===== src/rtl/dlm_fifo.sv =====
// ----------------------------------------------------------------------------
// dlm_fifo
// Small register FIFO; depth must be a power of two, which the block itself does not enforce.
// ----------------------------------------------------------------------------
module dlm_fifo #(
  parameter int W     = 8,
  parameter int DEPTH = 2
) (
  input  logic         clk,
  input  logic         rst_n,
  input  logic         wr_en,
  input  logic [W-1:0] wdata,
  output logic         full,
  input  logic         rd_en,
  output logic [W-1:0] rdata,
  output logic         empty
);

  localparam int PW = $clog2(DEPTH);
  localparam int NW = $clog2(DEPTH + 1);

  logic [W-1:0]  slot_r [DEPTH];
  logic [PW-1:0] wp_r, wp_nxt, rp_r, rp_nxt;
  logic [NW-1:0] cnt_r, cnt_nxt;
  logic          do_wr, do_rd;

  assign full  = (cnt_r == NW'(DEPTH));
  assign empty = (cnt_r == '0);
  assign rdata = slot_r[rp_r];
  assign do_wr = wr_en && !full;
  assign do_rd = rd_en && !empty;

  always_comb begin
    wp_nxt  = do_wr ? wp_r + PW'(1) : wp_r;
    rp_nxt  = do_rd ? rp_r + PW'(1) : rp_r;
    cnt_nxt = cnt_r + NW'(do_wr) - NW'(do_rd);
  end

  always_ff @(posedge clk) begin
    if (!rst_n) begin
      wp_r  <= '0;
      rp_r  <= '0;
      cnt_r <= '0;
    end else begin
      wp_r  <= wp_nxt;
      rp_r  <= rp_nxt;
      cnt_r <= cnt_nxt;
    end
  end

  always_ff @(posedge clk) begin
    if (do_wr) begin
      slot_r[wp_r] <= wdata;
    end
  end

endmodule


===== config.mk =====
export PLATFORM = sky130hd
export DESIGN_NAME = dlm_fifo
export DESIGN_NICKNAME = d
export VERILOG_FILES = /design/src/rtl/dlm_fifo.sv
export SDC_FILE = /design/constraint.sdc
export NUM_CORES = 1
export LEC_CHECK = 0
export ABC_AREA = 1
export BUFFER_PORTS_ARGS = -buffer_cell sky130_fd_sc_hd__buf_4
export CORE_MARGIN = 2
export CORE_UTILIZATION = 25
export DETAILED_ROUTE_END_ITERATION = 10
export PLACE_DENSITY_LB_ADDON = 0.2
export SLEW_MARGIN = 30
export SYNTH_ARGS = -nofsm -noshare
export SYNTH_HDL_FRONTEND = slang
export SYNTH_SLANG_ARGS = --single-unit

===== constraint.sdc =====
create_clock -name clk -period 3 [get_ports clk]
set_clock_uncertainty 0.1 [all_clocks]
set_input_delay 0.15 -clock clk [delete_from_list [all_inputs] [get_ports clk]]
set_output_delay 0.15 -clock clk [all_outputs]
set_load 0.1 [all_outputs]

==> flow_summary.toml <==
[status]
status = "finished clean"

[grt]
antenna_found_initial = 0
grt_pass1_wl_mm = 2.32
grt_max_degree = 13
gr-total-overflow = 0
grt_pass1_vias = 526
grt_usage_pct = 7.70

[cts]
cts_tree = "built"
hold_buffers = 9
cts_root_buf = "clkbuf_4"
cts_max_level = 1
clk_latency_ps = 300
path_clk_slew_ps = 110
cts.sinks = 21
cts_setup_buffers = 0
post_cts_resize_count = 0
numCtsBuffers = 3
clockBufferDepth = 2

[logic_synthesis]
synth_cell_type_count = 11
syn_area_per_cell_um2 = 13.7
synthCells = 63
yosys_warnings = 0
synth_seq_area_share_pct = 67.1
ys_ff_latch = 21
syn-cell-area_um2 = 865
syn_nets = 77

[timing]
fmax_ghz = 0.558
fin_crit_sh_pct = 59.8
tns_ps = 0
setup_violations = 0
finalMaxSlewViolations = 0
worst_pin_slew_ps = 737
hold_violations = 0
fin_ws_ps = 1210
rsz0062_at_grt = "no"
finalHoldWorstSlack_ps = 7.14
post-route-min-period_ps = 1790
slew_headroom_pct = 50.7

[die]
row_count = 21
dieWidth_um = 62.8
dieArea_mm2 = 0.00394
die_height_um = 62.8
ioPinCount = 22
initial_utilization_pct = 25.9
core_mm2 = 0.00334

[power]
p_seq_share_pct = 34.9
switching_share_pct = 49.9
vdd_ir_drop_max_v = 0.000550
powerDensity_mw_per_mm2 = 1000
power.net_switching_uw = 593
clkPwrFrac_pct = 11.2
internal-power_uw = 596
comb_power_share_pct = 53.9
leakage_nw = 0.515
p_total_mw = 1.19

[finish]
layout_commonest_cell = "buf_4"
drive_above_1_share_pct = 36.5
insertedDiodeCount = 0
final_cell_count_no_fill = 142
nets = 111
seq_area_um2 = 581
final_util_pct = 35.5
fillers = 347
area_growth_syn_to_layout_pct = 37.2
fin_area_mm2 = 0.00119
final_cell_mix = "buf_4 (21), edfxtp_1 (16), inv_1 (9), nand2_1 (9), dlygate4sd3_1 (9)"
multi_input_area_um2 = 239

[routing]
drc = 0
routedWlPerCell_um = 9.40
vias_per_cell = 3.70
dr.pass1.iters = 2
wl_mm = 1.34
ant_nets = 0
vias = 525
drt-initial-drc-count = 6

[critical_path]
arrival_ps = 1540
worstSetupStartpointType = "flop"
required_ps = 2750
reg2reg_slack_ps = 1310
endpoint_kind = "output port"
cp_max_fo = 8
critPathKind = "reg2out"

[placed_design]
place_inst = 129
io_buffers = 21
dpl_cell_area_mm2 = 0.00107
place_ws_ps = 1300
place_hpwl_um = 932
place.gp.congestion = 0.722

[flow_run]
cap_violations = 0

[hold_path]
hold_path_class = "in2reg"
## cells in the mapped netlist
cell	n	area [um2]
ha_1	2	25.0
dfxtp_1	5	100
inv_1	9	33.8
nand3_1	3	15.0
mux2_4	8	120
nor2_2	2	12.5
edfxtp_1	16	480
a21oi_1	2	10.0
buf_6	1	11.3
nor2_1	6	22.5
nand2_1	9	33.8
## flip-flops by register name, indices dropped and copies added (netlist names), named ones only
name	count
slot_r	16
cnt_r	2
rp_r	1
wp_r	1
## power groups by stage
| stage | clock, mW | combinational, mW | sequential, mW |
|---|---|---|---|
| after global routing | 0.152 | 0.683 | 0.424 |
| after global placement | 0 | 0.636 | 0.424 |
| after CTS | 0.140 | 0.646 | 0.417 |
| final | 0.133 | 0.640 | 0.415 |
| after floorplan | 0 | 0.552 | 0.400 |
| after detailed placement | 0 | 0.635 | 0.423 |
## routing by layer
layer | track usage [%] | vias up | routed length (um)
met5 | 0 | - | 0
met4 | 2.50 | 0 | 12
met3 | 3.60 | 2 | 110
met2 | 13.0 | 18 | 633
met1 | 8.52 | 227 | 579
li1 | - | 278 | -
## worst max-delay path, cell delays in order, from the launching register on
cell and delay [ps]:
dfxtp_1 660, mux2_4 340, buf_4 230
## final cells by class
type / count / share of cell area (%)
repair buffers: 30 / 20.9
clock buffers: 3 / 1.90
flip-flops and latches: 21 / 48.9
inverters: 9 / 2.85
multi-input cells: 32 / 20.1
clock inverters: 1 / 0.422
well taps: 46 / 4.85
## worst paths after layout
kind,from,to,depth (start not counted)
max,flop,rdata[3],2
min,wr_en,wp_r,3
max reg2reg,cnt_r[0],slot_r[0][7],4
min reg2reg,rp_r,rp_r,2
## cells by family after synthesis
| family | synth area share (%) |
|---|---|
| AO/OA/AOI/OAI | 1.16 |
| adder cells (fa/ha/maj) | 2.89 |
| buffers and inverters | 5.21 |
| flip-flops | 67.1 |
| multiplexers | 13.9 |
| AND/OR/NAND/NOR | 9.69 |
Power figures use the tool's default switching activity.
