$ cat config.mk
export PLATFORM = sky130hd
export DESIGN_NAME = dlm_front
export DESIGN_NICKNAME = d
export VERILOG_FILES = /design/src/rtl/dlm_pkg.sv /design/src/rtl/dlm_front.sv
export SDC_FILE = /design/constraint.sdc
export NUM_CORES = 1
export LEC_CHECK = 0
export BUFFER_PORTS_ARGS = -buffer_cell sky130_fd_sc_hd__buf_2
export CAP_MARGIN = 20
export CORE_MARGIN = 2
export CORE_UTILIZATION = 51
export DETAILED_ROUTE_END_ITERATION = 16
export PLACE_DENSITY_LB_ADDON = 0.15
export SLEW_MARGIN = 15
export SYNTH_ARGS = -nofsm -noshare
export SYNTH_HDL_FRONTEND = slang
export SYNTH_SLANG_ARGS = --single-unit
$ cat constraint.sdc
create_clock -name clk -period 6.25 [get_ports clk]
set_clock_uncertainty 0.1 [all_clocks]
set_input_delay 1.25 -clock clk [delete_from_list [all_inputs] [get_ports clk]]
set_output_delay 1.25 -clock clk [all_outputs]
set_load 0.03 [all_outputs]
$ cat src/rtl/dlm_pkg.sv
// ----------------------------------------------------------------------------
// dlm_pkg
// Shared types and constants of the diagonal Laplacian edge block.
// ----------------------------------------------------------------------------
package dlm_pkg;

  localparam int CFG_W    = 11;
  localparam int CFG_AW   = 3;
  localparam int APB_DW   = 32;
  localparam int PIX_W    = 8;
  localparam int POS_W    = 10;
  localparam int MEAN_W   = 16;
  localparam int FRAC_W   = 8;
  localparam int MIN_SIZE = 3;
  localparam int RES_W    = PIX_W + POS_W + POS_W + MEAN_W + 1;

  localparam logic [CFG_W-1:0] WIDTH_RESET  = 11'd640;
  localparam logic [CFG_W-1:0] HEIGHT_RESET = 11'd480;

  localparam logic REG_FRAME_WIDTH  = 1'b0;
  localparam logic REG_FRAME_HEIGHT = 1'b1;

  localparam logic [4:0] DIV_LAST = 5'd16;
  localparam logic [PIX_W-1:0] PIX_MAX = 8'd255;

  typedef struct packed {
    logic emit;
    logic frame_end;
  } pix_flags_t;

  typedef enum logic {
    XS_RUN,
    XS_DIV
  } x_state_t;

endpackage

$ cat src/rtl/dlm_front.sv
// ----------------------------------------------------------------------------
// dlm_front
// Raster position tracking and pixel classification.
// ----------------------------------------------------------------------------
module dlm_front import dlm_pkg::*; #(
  parameter int MAX_WIDTH  = 1024,
  parameter int MAX_HEIGHT = 1024
) (
  input  logic                          clk,
  input  logic                          rst_n,
  input  logic [CFG_W-1:0]              cfg_width,
  input  logic [CFG_W-1:0]              cfg_height,
  input  logic                          push,
  output logic                          full,
  input  logic                          q_full,
  output logic                          q_push,
  output logic [$clog2(MAX_WIDTH)-1:0]  q_col,
  output logic [$clog2(MAX_HEIGHT)-1:0] q_row,
  output pix_flags_t                    q_flags,
  output logic [$clog2(MAX_WIDTH)-1:0]  q_wm1,
  output logic [$clog2(MAX_HEIGHT)-1:0] q_hm1
);

  localparam int CW  = $clog2(MAX_WIDTH);
  localparam int RW  = $clog2(MAX_HEIGHT);
  localparam int WW  = $clog2(MAX_WIDTH + 1);
  localparam int HW  = $clog2(MAX_HEIGHT + 1);
  localparam int WX0 = (WW > CFG_W) ? WW : CFG_W;
  localparam int WX  = (HW > WX0) ? HW : WX0;

  logic [CW-1:0] col_r, col_nxt;
  logic [RW-1:0] row_r, row_nxt;
  logic [WX-1:0] fw, fh, w_use, h_use;
  logic [CW-1:0] wm1;
  logic [RW-1:0] hm1;
  logic          accept, row_end, frame_end;

  always_comb begin
    fw = WX'(cfg_width);
    fh = WX'(cfg_height);
    if (fw < WX'(MIN_SIZE)) begin
      w_use = WX'(MIN_SIZE);
    end else if (fw > WX'(MAX_WIDTH)) begin
      w_use = WX'(MAX_WIDTH);
    end else begin
      w_use = fw;
    end
    if (fh < WX'(MIN_SIZE)) begin
      h_use = WX'(MIN_SIZE);
    end else if (fh > WX'(MAX_HEIGHT)) begin
      h_use = WX'(MAX_HEIGHT);
    end else begin
      h_use = fh;
    end
    wm1 = CW'(w_use - WX'(1));
    hm1 = RW'(h_use - WX'(1));
  end

  assign full      = q_full;
  assign accept    = push && !q_full;
  assign row_end   = (col_r >= wm1);
  assign frame_end = row_end && (row_r >= hm1);

  assign q_push            = accept;
  assign q_col             = col_r;
  assign q_row             = row_r;
  assign q_flags.emit      = (row_r >= RW'(2)) && (col_r >= CW'(2));
  assign q_flags.frame_end = frame_end;
  assign q_wm1             = wm1;
  assign q_hm1             = hm1;

  always_comb begin
    col_nxt = col_r;
    row_nxt = row_r;
    if (accept) begin
      if (frame_end) begin
        col_nxt = '0;
        row_nxt = '0;
      end else if (row_end) begin
        col_nxt = '0;
        row_nxt = row_r + RW'(1);
      end else begin
        col_nxt = col_r + CW'(1);
      end
    end
  end

  always_ff @(posedge clk) begin
    if (!rst_n) begin
      col_r <= '0;
      row_r <= '0;
    end else begin
      col_r <= col_nxt;
      row_r <= row_nxt;
    end
  end

endmodule

==> flow_summary.toml, run 1 <==
[floorplan]
die_y_um = 67.39
die_w_um = 67.39
dieArea_um2 = 4541
core-area_um2 = 3943
ios = 70
rows = 23
initial_utilization_pct = 51.98

[grt]
grt_usage_pct = 24.62
overflow = 0
grt_pass1_wl_um = 8776
grt_pass1_vias = 1967
grt_max_degree = 17
antenna_found_initial = 0

[synth]
yosysSeqAreaShare_pct = 19.54
mappedNetlistArea_um2 = 2049
async_reset_ff_share_pct = 0
synth_top_area_share_pct = 19.54
synth_warnings = 0
ys_seq_elements = 20
synth_fp_nets = 317
synth_cell_types = 49
netlist_instances = 265
synth_top_cell_by_area = "dfxtp_1"
synth-main-ff-cell = "dfxtp_1"
synth_edf_count = 0
syn_area_per_cell_um2 = 7.734
ys_top_cells_by_area = "dfxtp_1 20%, ha_1 16%, nor2_1 4.2%"

[cells_and_area]
num_antenna_cells = 0
fin_nets = 390
drive_above_1_share_pct = 27.30
syn2layout_area_growth_pct = 23.26
fin_util_pct = 64.07

[sta]
tns_ns = 0
final.min_clock_period_ns = 5.911
min_period_over_period_pct = 94.58
max_slew_margin_pct = 56.85
rsz0062_at_grt = "false"
finalSetupViolCount = 0
worst_pin_slew_ns = 0.6383
finalHoldViolCount = 0
max_freq_mhz = 169.2
hold_ws_ns = 0.4545
finalMaxSlewViolations = 0

[critical_path]
worst-path-buf-inv = 2
end_kind = "output pin"
cp_cell_sequence = "buf_2 > or4_1 > nor3_2 > nor3b_4 > o21bai_1 > ha_2 > nor2b_1 > a311o_1 > ha_1 > a21o_1 > a21oi_1 > o21ai_2 > nor2_1 > a21oi_1 > buf_2"
cp_slowest_stage_delay_ns = 0.57
critPathMaxFanout = 7
start_kind = "input pin"
slowest_stage = "or4_1"
required_ns = 4.90
crit_type = "input pin to output pin"
path_delay_family = "simple AND/OR/NAND/NOR gates"
critical_path_arrival_ns = 4.56
critPathLaunch = "cfg_height[3]"
r2r_start = "q_row[0]"

[cts]
postCtsHoldBufs = 0
postCtsResizedCells = 0
cts_made_buffers = 3
clockBufferDepth = 2
path_clk_slew_ns = 0.07
cts_root_buffer = "clkbuf_8"
cts_tree = "built"
post_cts_buffers = 0
cts_sinks = 20
htreeDepth = 1
clock_latency_ns = 0.26

[routing]
routedWlPerCell_um = 13.75
vias = 2191
drtAntennaViolNets = 0
drt_iter0_drc = 131
firstDrtPassIters = 4
vias_per_cell = 5.661
drt_wl_total_um = 5320
drc_errors = 0

[hold_path]
min-delay-start = "q_row[9]"
hold_class = "flip-flop to flip-flop"

[run_status]
status = "completed"

[placement]
hpwl_um = 4149
io_buffers = 69
place_congestion = 0.8257

[job]
maxCapViolCount = 0

[pwr]
cellLeakagePower_nw = 1.206
irDropWorstVdd_uv = 139.6
power.density_nw_per_um2 = 134.6
cell type report:
cell class / instances / area, um2
clock buffer: 4 / 55.05
fill: 389 / 1416
tap: 50 / 62.56
multi-input combinational: 221 / 1565
timing repair buffer: 72 / 367.9
inverter: 20 / 75.07
sequential: 20 / 400.4
cell usage in the layout, fill, tap and decap left out, types with 3 or more instances in the layout:
| cell | synthesis | routed |
|---|---|---|
| and2_1 | 3 | 3 |
| or4_1 | 3 | 3 |
| clkbuf_8 | 0 | 4 |
| o21ai_0 | 12 | 11 |
| a21o_1 | 5 | 5 |
| ha_1 | 26 | 24 |
| nor4_1 | 8 | 8 |
| o21a_1 | 4 | 4 |
| nor2_1 | 23 | 23 |
| xnor2_1 | 6 | 6 |
| a21oi_1 | 13 | 13 |
| xor2_1 | 8 | 8 |
| buf_2 | 0 | 69 |
| and3_1 | 6 | 6 |
| o211ai_1 | 5 | 5 |
| nand3_1 | 12 | 12 |
| a31oi_1 | 5 | 5 |
| buf_4 | 2 | 3 |
| a22oi_1 | 3 | 3 |
| inv_1 | 18 | 18 |
| nand2b_1 | 10 | 10 |
| or3_4 | 3 | 3 |
| nand2_1 | 14 | 14 |
| nor3_1 | 10 | 9 |
| dfxtp_1 | 20 | 20 |
| o21bai_1 | 3 | 3 |
| nand4_1 | 4 | 4 |
| o31ai_1 | 4 | 4 |
| nor2b_1 | 5 | 5 |
| a211oi_1 | 5 | 5 |
path summary, 6_finish.rpt:
path | end | slack (ns) | cells past startpoint
worst min-delay path | q_row[9] | 0.45 | 1
worst min register to register | q_row[9] | 0.45 | 1
worst max register to register | q_row[5] | 3.47 | 9
worst max-delay path | q_flags[0] | 0.34 | 15
worst register-to-register path: cells and delay by family, from the launching register on:
| family | cells | cell delay (ns) |
|---|---|---|
| AND/OR/NAND/NOR | 4 | 0.91 |
| AO/OA/AOI/OAI | 2 | 0.69 |
| adder cells (fa/ha/maj) | 1 | 0.29 |
| flip-flops | 1 | 0.43 |
| buffers and inverters | 2 | 0.26 |
layer usage:
layer	vias up	global-route usage, %	routed length (um)
li1	1130	-	-
met1	980	33.00	2557
met5	-	0	0
met3	4	2.000	277
met4	0	7.398	42
met2	77	41.96	2443
state kept, by name, summed over array words and instances, names as in the netlist:
signal	flops
q_row	10
q_col	10
per-stage QoR:
stage,std cells,instance area (um2),setup slack (ns),power (W)
after floorplan,265,2049,0.1211,0.0002050
after global placement,383,2457,0.2111,0.0002404
after detailed placement,383,2457,0.1694,0.0002423
after CTS,387,2512,0.1595,0.0003410
after global routing,387,2526,0.02177,0.0003600
final,387,2526,0.3386,0.0003399
power by group:
group          switching [W]  leakage [nW]  internal [W]  total (W)
registers         0.00000195         0.161      0.000128   0.000130
clock network      0.0000435        0.0288     0.0000561  0.0000996
logic              0.0000713          1.02     0.0000386   0.000110
total               0.000117          1.21      0.000223   0.000340
logic make-up after synthesis:
logic type	Yosys count	synth area share [%]
flops	20	19.54
xor+xnor	14	5.983
mux	1	0.4884
simple gates	109	30.04
compound gates	71	23.32
buf+inv	24	4.761
fa+ha+maj	26	15.87
synth_stat cells, types with 2 or more instances:
master,n
clkbuf_1,2
o21ai_0,12
o21a_1,4
nand3_1,12
or3_4,3
nor2b_1,5
buf_4,2
nand4_1,4
nand2_1,14
xor2_1,8
and2_1,3
a211oi_1,5
nor4_1,8
or4_1,3
a31o_2,2
o31ai_1,4
a311o_1,2
a21o_1,5
a22oi_1,3
dfxtp_1,20
o21bai_1,3
ha_1,26
nor3_1,10
nand2b_1,10
nor4b_1,2
nor2_1,23
xnor2_1,6
and3_1,6
a21oi_1,13
o211ai_1,5
a31oi_1,5
inv_1,18
No activity file was read; power rests on OpenSTA's default activity.
==> run 2: changes to the inputs <==
--- a/config.mk
+++ b/config.mk
@@ -7,6 +7,7 @@
 export LEC_CHECK = 0
 export BUFFER_PORTS_ARGS = -buffer_cell sky130_fd_sc_hd__buf_2
 export CAP_MARGIN = 20
+export CORE_ASPECT_RATIO = 2
 export CORE_MARGIN = 2
 export CORE_UTILIZATION = 51
 export DETAILED_ROUTE_END_ITERATION = 16
==> flow_summary.toml, run 2 (synthesis results as in run 1) <==
[critical_path]
critical_path_arrival_ns = 4.63
start_kind = "input pin"
required_ns = 4.90
r2r_slack_ns = 3.40
r2r_start = "q_row[0]"
crit_type = "input pin to output pin"
rr_endpoint = "q_row[5]"
ff2ff_path_depth = 9
critPathLaunch = "cfg_height[3]"
critPathMaxFanout = 7
end_kind = "output pin"

[placement]
hpwl_um = 4762
place_inst = 383
place_congestion = 0.8172
io_buffers = 69

[grt]
grt_max_degree = 17
overflow = 0
grt_pass1_wl_um = 9453
grt_pass1_vias = 2177
grt_usage_pct = 26.34
antenna_found_initial = 0

[sta]
max_freq_mhz = 167.1
max_slew_margin_pct = 48.48
finalSetupViolCount = 0
rsz0062_at_grt = "false"
tns_ns = 0
worst_pin_slew_ns = 0.7621
min_period_over_period_pct = 95.74
final.min_clock_period_ns = 5.983
finalHoldViolCount = 0
finalMaxSlewViolations = 0

[pwr]
power.density_nw_per_um2 = 147.3
cellLeakagePower_nw = 1.211
irDropWorstVdd_uv = 162.8
p_total_w = 0.0003747

[hold_path]
whs_endpoint = "q_row[0]"
whs_path_depth = 2
hold_class = "flip-flop to flip-flop"
min-delay-start = "q_row[0]"

[floorplan]
initial_utilization_pct = 53.32
ios = 70
die_w_um = 48.83
dieArea_um2 = 4572
die_y_um = 93.65
rows = 32
core-area_um2 = 3844

[cts]
cts_tree = "built"
post_cts_buffers = 0
postCtsHoldBufs = 0
path_clk_slew_ns = 0.08
htreeDepth = 1
cts_made_buffers = 3
clock_latency_ns = 0.27
cts_sinks = 20
cts_root_buffer = "clkbuf_8"
clockBufferDepth = 2

[routing]
drc_errors = 0
vias = 2304
drt_wl_total_um = 5917
vias_per_cell = 5.953
routedWlPerCell_um = 15.29
drtAntennaViolNets = 0
firstDrtPassIters = 4
drt_iter0_drc = 77

[cells_and_area]
syn2layout_area_growth_pct = 24.11
layout_commonest_cell = "buf_2"
drive_above_1_share_pct = 26.79
fin_nets = 389
fin_util_pct = 66.18
n_fill_cell = 370
final_cell_mix = "69 x buf_2, 25 x ha_1, 23 x nor2_1"
num_antenna_cells = 0
final-instance-count-excl-fill = 387

[run_status]
status = "completed"

[job]
maxCapViolCount = 0
==> run 2: repair_timing <==
item	4_1_cts	5_1_grt
gates resized for setup	1	4
endpoints found under the setup margin	1	1
pin swaps	0	0
==> run 2: worst max path at each step <==
| stage | endpoint | slack [ns] | cells after the start |
|---|---|---|---|
| floorplan | q_flags[0] | 0.12 | 14 |
| global placement | q_flags[0] | 0.08 | 17 |
| detailed placement | q_flags[0] | -0.008 | 17 |
| CTS | q_flags[0] | 0.14 | 14 |
| global route | q_flags[0] | 0.04 | 17 |
| finish | q_flags[0] | 0.27 | 14 |
==> run 2: layer usage <==
metal	GRT usage (%)	routed length, um
met2	51.71	3286
met3	1.752	221
met1	24.60	2051
met4	19.29	357
met5	0	0
==> run 2: report_power, final <==
| part | leakage (nW) | internal [W] | switching (W) |
|---|---|---|---|
| combinational | 1.01 | 0.0000386 | 0.0000732 |
| sequential | 0.161 | 0.000128 | 0.00000172 |
| clock | 0.0357 | 0.0000856 | 0.0000472 |
| total | 1.21 | 0.000253 | 0.000122 |
==> run 2: metrics by stage <==
| stage | worst slack, ns | hold slack, ns | cell area (um2) |
|---|---|---|---|
| global route | 0.03793 | 0.5085 | 2544 |
| detailed placement | -0.008393 | 0.4504 | 2451 |
| CTS | 0.1397 | 0.4665 | 2529 |
| finish | 0.2665 | 0.4594 | 2544 |
| floorplan | 0.1211 | 0.5262 | 2049 |
| global placement | 0.08269 | 0.4135 | 2451 |
==> run 2: critical path, cell delays in order <==
cell and delay (ns):
buf_2 0.14, or4_1 0.57, nor3_2 0.20, nor3b_4 0.30
o21bai_1 0.14, ha_2 0.26, nor2b_1 0.16, a311o_1 0.39
ha_1 0.33, nand4_1 0.12, o21ai_2 0.32, nor2_1 0.09
a21oi_1 0.14, buf_2 0.22
==> run 2: cell type report <==
| class | count | area (um2) | area share, % |
|---|---|---|---|
| multi-input cells | 221 | 1573 | 61.83 |
| well taps | 51 | 63.81 | 2.509 |
| clock buffers | 3 | 41.29 | 1.623 |
| repair buffers | 71 | 360.3 | 14.17 |
| clock inverters | 1 | 30.03 | 1.181 |
| flip-flops and latches | 20 | 400.4 | 15.74 |
| inverters | 20 | 75.07 | 2.951 |
==> run 3: changes to the inputs <==
==> constraint.sdc (replaced) <==
create_clock -name clk -period 6.25 [get_ports clk]
set_clock_uncertainty 0.1 [all_clocks]
set_input_delay 1.25 -clock clk [delete_from_list [all_inputs] [get_ports clk]]
set_output_delay 1.25 -clock clk [all_outputs]
set_load 0.05 [all_outputs]
==> flow_summary.toml, run 3 (synthesis results as in run 1) <==
[hold_path]
hold_class = "flip-flop to flip-flop"
whs_path_depth = 2

[grt]
antenna_found_initial = 0
grt_max_degree = 17
grt_usage_pct = 27.87
grt_pass1_wl_um = 10030
grt_pass1_vias = 2272
overflow = 0

[sta]
worst_pin_slew_ns = 0.7123
rsz0062_at_grt = "false"
hold_ws_ns = 0.4483
max_freq_mhz = 163.8
final.min_clock_period_ns = 6.106
max_slew_margin_pct = 51.84
min_period_over_period_pct = 97.70
tns_ns = 0
finalMaxSlewViolations = 0
finalSetupViolCount = 0
finalHoldViolCount = 0

[cells_and_area]
fin_nets = 391
num_antenna_cells = 0
final-instance-count-excl-fill = 389
syn2layout_area_growth_pct = 24.42
final-seq-area_um2 = 400.4
final_cell_mix = "69 x buf_2, 25 x ha_1, 23 x nor2_1"
n_fill_cell = 384
layout_commonest_cell = "buf_2"
stdcell_area_um2 = 2550
multi_input_area_um2 = 1564
drive_above_1_share_pct = 27.22

[cts]
path_clk_slew_ns = 0.08
clock_latency_ns = 0.27
cts_root_buffer = "clkbuf_8"
cts_sinks = 20
cts_made_buffers = 3
clockBufferDepth = 2
cts_tree = "built"
htreeDepth = 1

[placement]
post_dp_cell_area_um2 = 2462
hpwl_um = 4969
place_congestion = 0.8556
place_inst = 384
io_buffers = 69

[routing]
drt_iter0_drc = 56
drtAntennaViolNets = 0
drt_wl_total_um = 6190
vias_per_cell = 6.010
routedWlPerCell_um = 15.91
vias = 2338
firstDrtPassIters = 4
drc_errors = 0

[pwr]
irDropWorstVdd_uv = 143.6
comb_power_share_pct = 33.2
power.density_nw_per_um2 = 155.9
power_frac_seq_pct = 32.7
switching_power_w = 0.0001447
cellLeakagePower_nw = 1.217
intPower_w = 0.0002529
p_sw_share_pct = 36.40
clkPwrFrac_pct = 34.1

[floorplan]
dieArea_um2 = 4572
rows = 32
die_y_um = 93.65
die_w_um = 48.83
initial_utilization_pct = 53.32
ios = 70
core-area_um2 = 3844

[run_status]
status = "completed"

[critical_path]
crit_cells = 14
ff2ff_path_depth = 9
cp_cell_sequence = "buf_2 > or4_1 > nor3_2 > nor3b_4 > o21bai_2 > ha_1 > nor2b_1 > a311o_1 > ha_1 > nand4_1 > o21ai_1 > nor2_1 > a21oi_1 > buf_2"
path_delay_family = "simple AND/OR/NAND/NOR gates"
cp_slowest_stage_delay_ns = 0.56
critPathMaxFanout = 7
start_kind = "input pin"
end_kind = "output pin"
slowest_stage = "or4_1"
required_ns = 4.90
critical_path_arrival_ns = 4.76
crit_type = "input pin to output pin"
worst-path-buf-inv = 2

[job]
maxCapViolCount = 0
run 3: changes by cell type in the layout (fill, tap and decap cells not counted):
cell      before  now
nor4_1         7    8
o21ai_2        1    0
buf_4          2    4
a31oi_1        5    4
o21bai_2       0    1
o21bai_1       3    2
nor4_4         1    0
o21ai_1        1    3
a31oi_2        0    1
o21ai_0       11   10
run 3: metal layers:
layer | up-vias | global-route usage [%] | share of wire, %
met4 | 0 | 18.57 | 4.5
met2 | 94 | 55.02 | 56
met1 | 1083 | 25.69 | 35
met5 | - | 0 | 0
met3 | 27 | 3.185 | 4.3
li1 | 1134 | - | -
run 3: what timing repair did:
item	CTS	global route
hold buffers	0	0
setup buffers	0	1
setup endpoints to repair	0	1
gates resized for setup	0	3
run 3: worst paths after layout:
path,start,endpoint,slack (ns)
setup / recovery,cfg_height[3],q_flags[0],0.14
hold / removal,q_row[0],q_row[0],0.45
setup reg to reg,q_row[0],q_row[5],3.36
hold reg to reg,q_row[0],q_row[0],0.45
run 3: power groups by stage:
stage / clock [W] / combinational, W / sequential (W)
floorplan: 0 / 0.0000880 / 0.000136
global placement: 0 / 0.000128 / 0.000133
detailed placement: 0 / 0.000130 / 0.000133
CTS: 0.000135 / 0.000131 / 0.000130
global route: 0.000142 / 0.000142 / 0.000130
finish: 0.000136 / 0.000132 / 0.000130
run 3: final cells by class:
cell class | instances | area share (%)
Inverter | 20 | 2.944
Clock buffer | 3 | 1.619
Clock inverter | 1 | 1.178
Sequential cell | 20 | 15.70
Timing Repair Buffer | 73 | 14.72
Multi-Input combinational cell | 221 | 61.33
Tap cell | 51 | 2.502
run 3: through the flow:
stage          power [W]  util (%)  setup slack [ns]
2_1_floorplan  0.0002245         -            0.1107
3_3_place_gp   0.0002616     64.06            0.1911
3_5_place_dp   0.0002632     64.06            0.1097
4_1_cts        0.0003959     65.92           0.08523
5_1_grt        0.0004137     66.34           0.01806
6_report       0.0003977     66.34            0.1439
run 3: worst reg2reg max path, delay by kind of cell, from the launching register on:
kind	cells	cell delay [ns]
flip-flops	1	0.41
AND/OR/NAND/NOR	4	1.01
buffers and inverters	2	0.27
AO/OA/AOI/OAI	2	0.73
adder cells (fa/ha/maj)	1	0.28
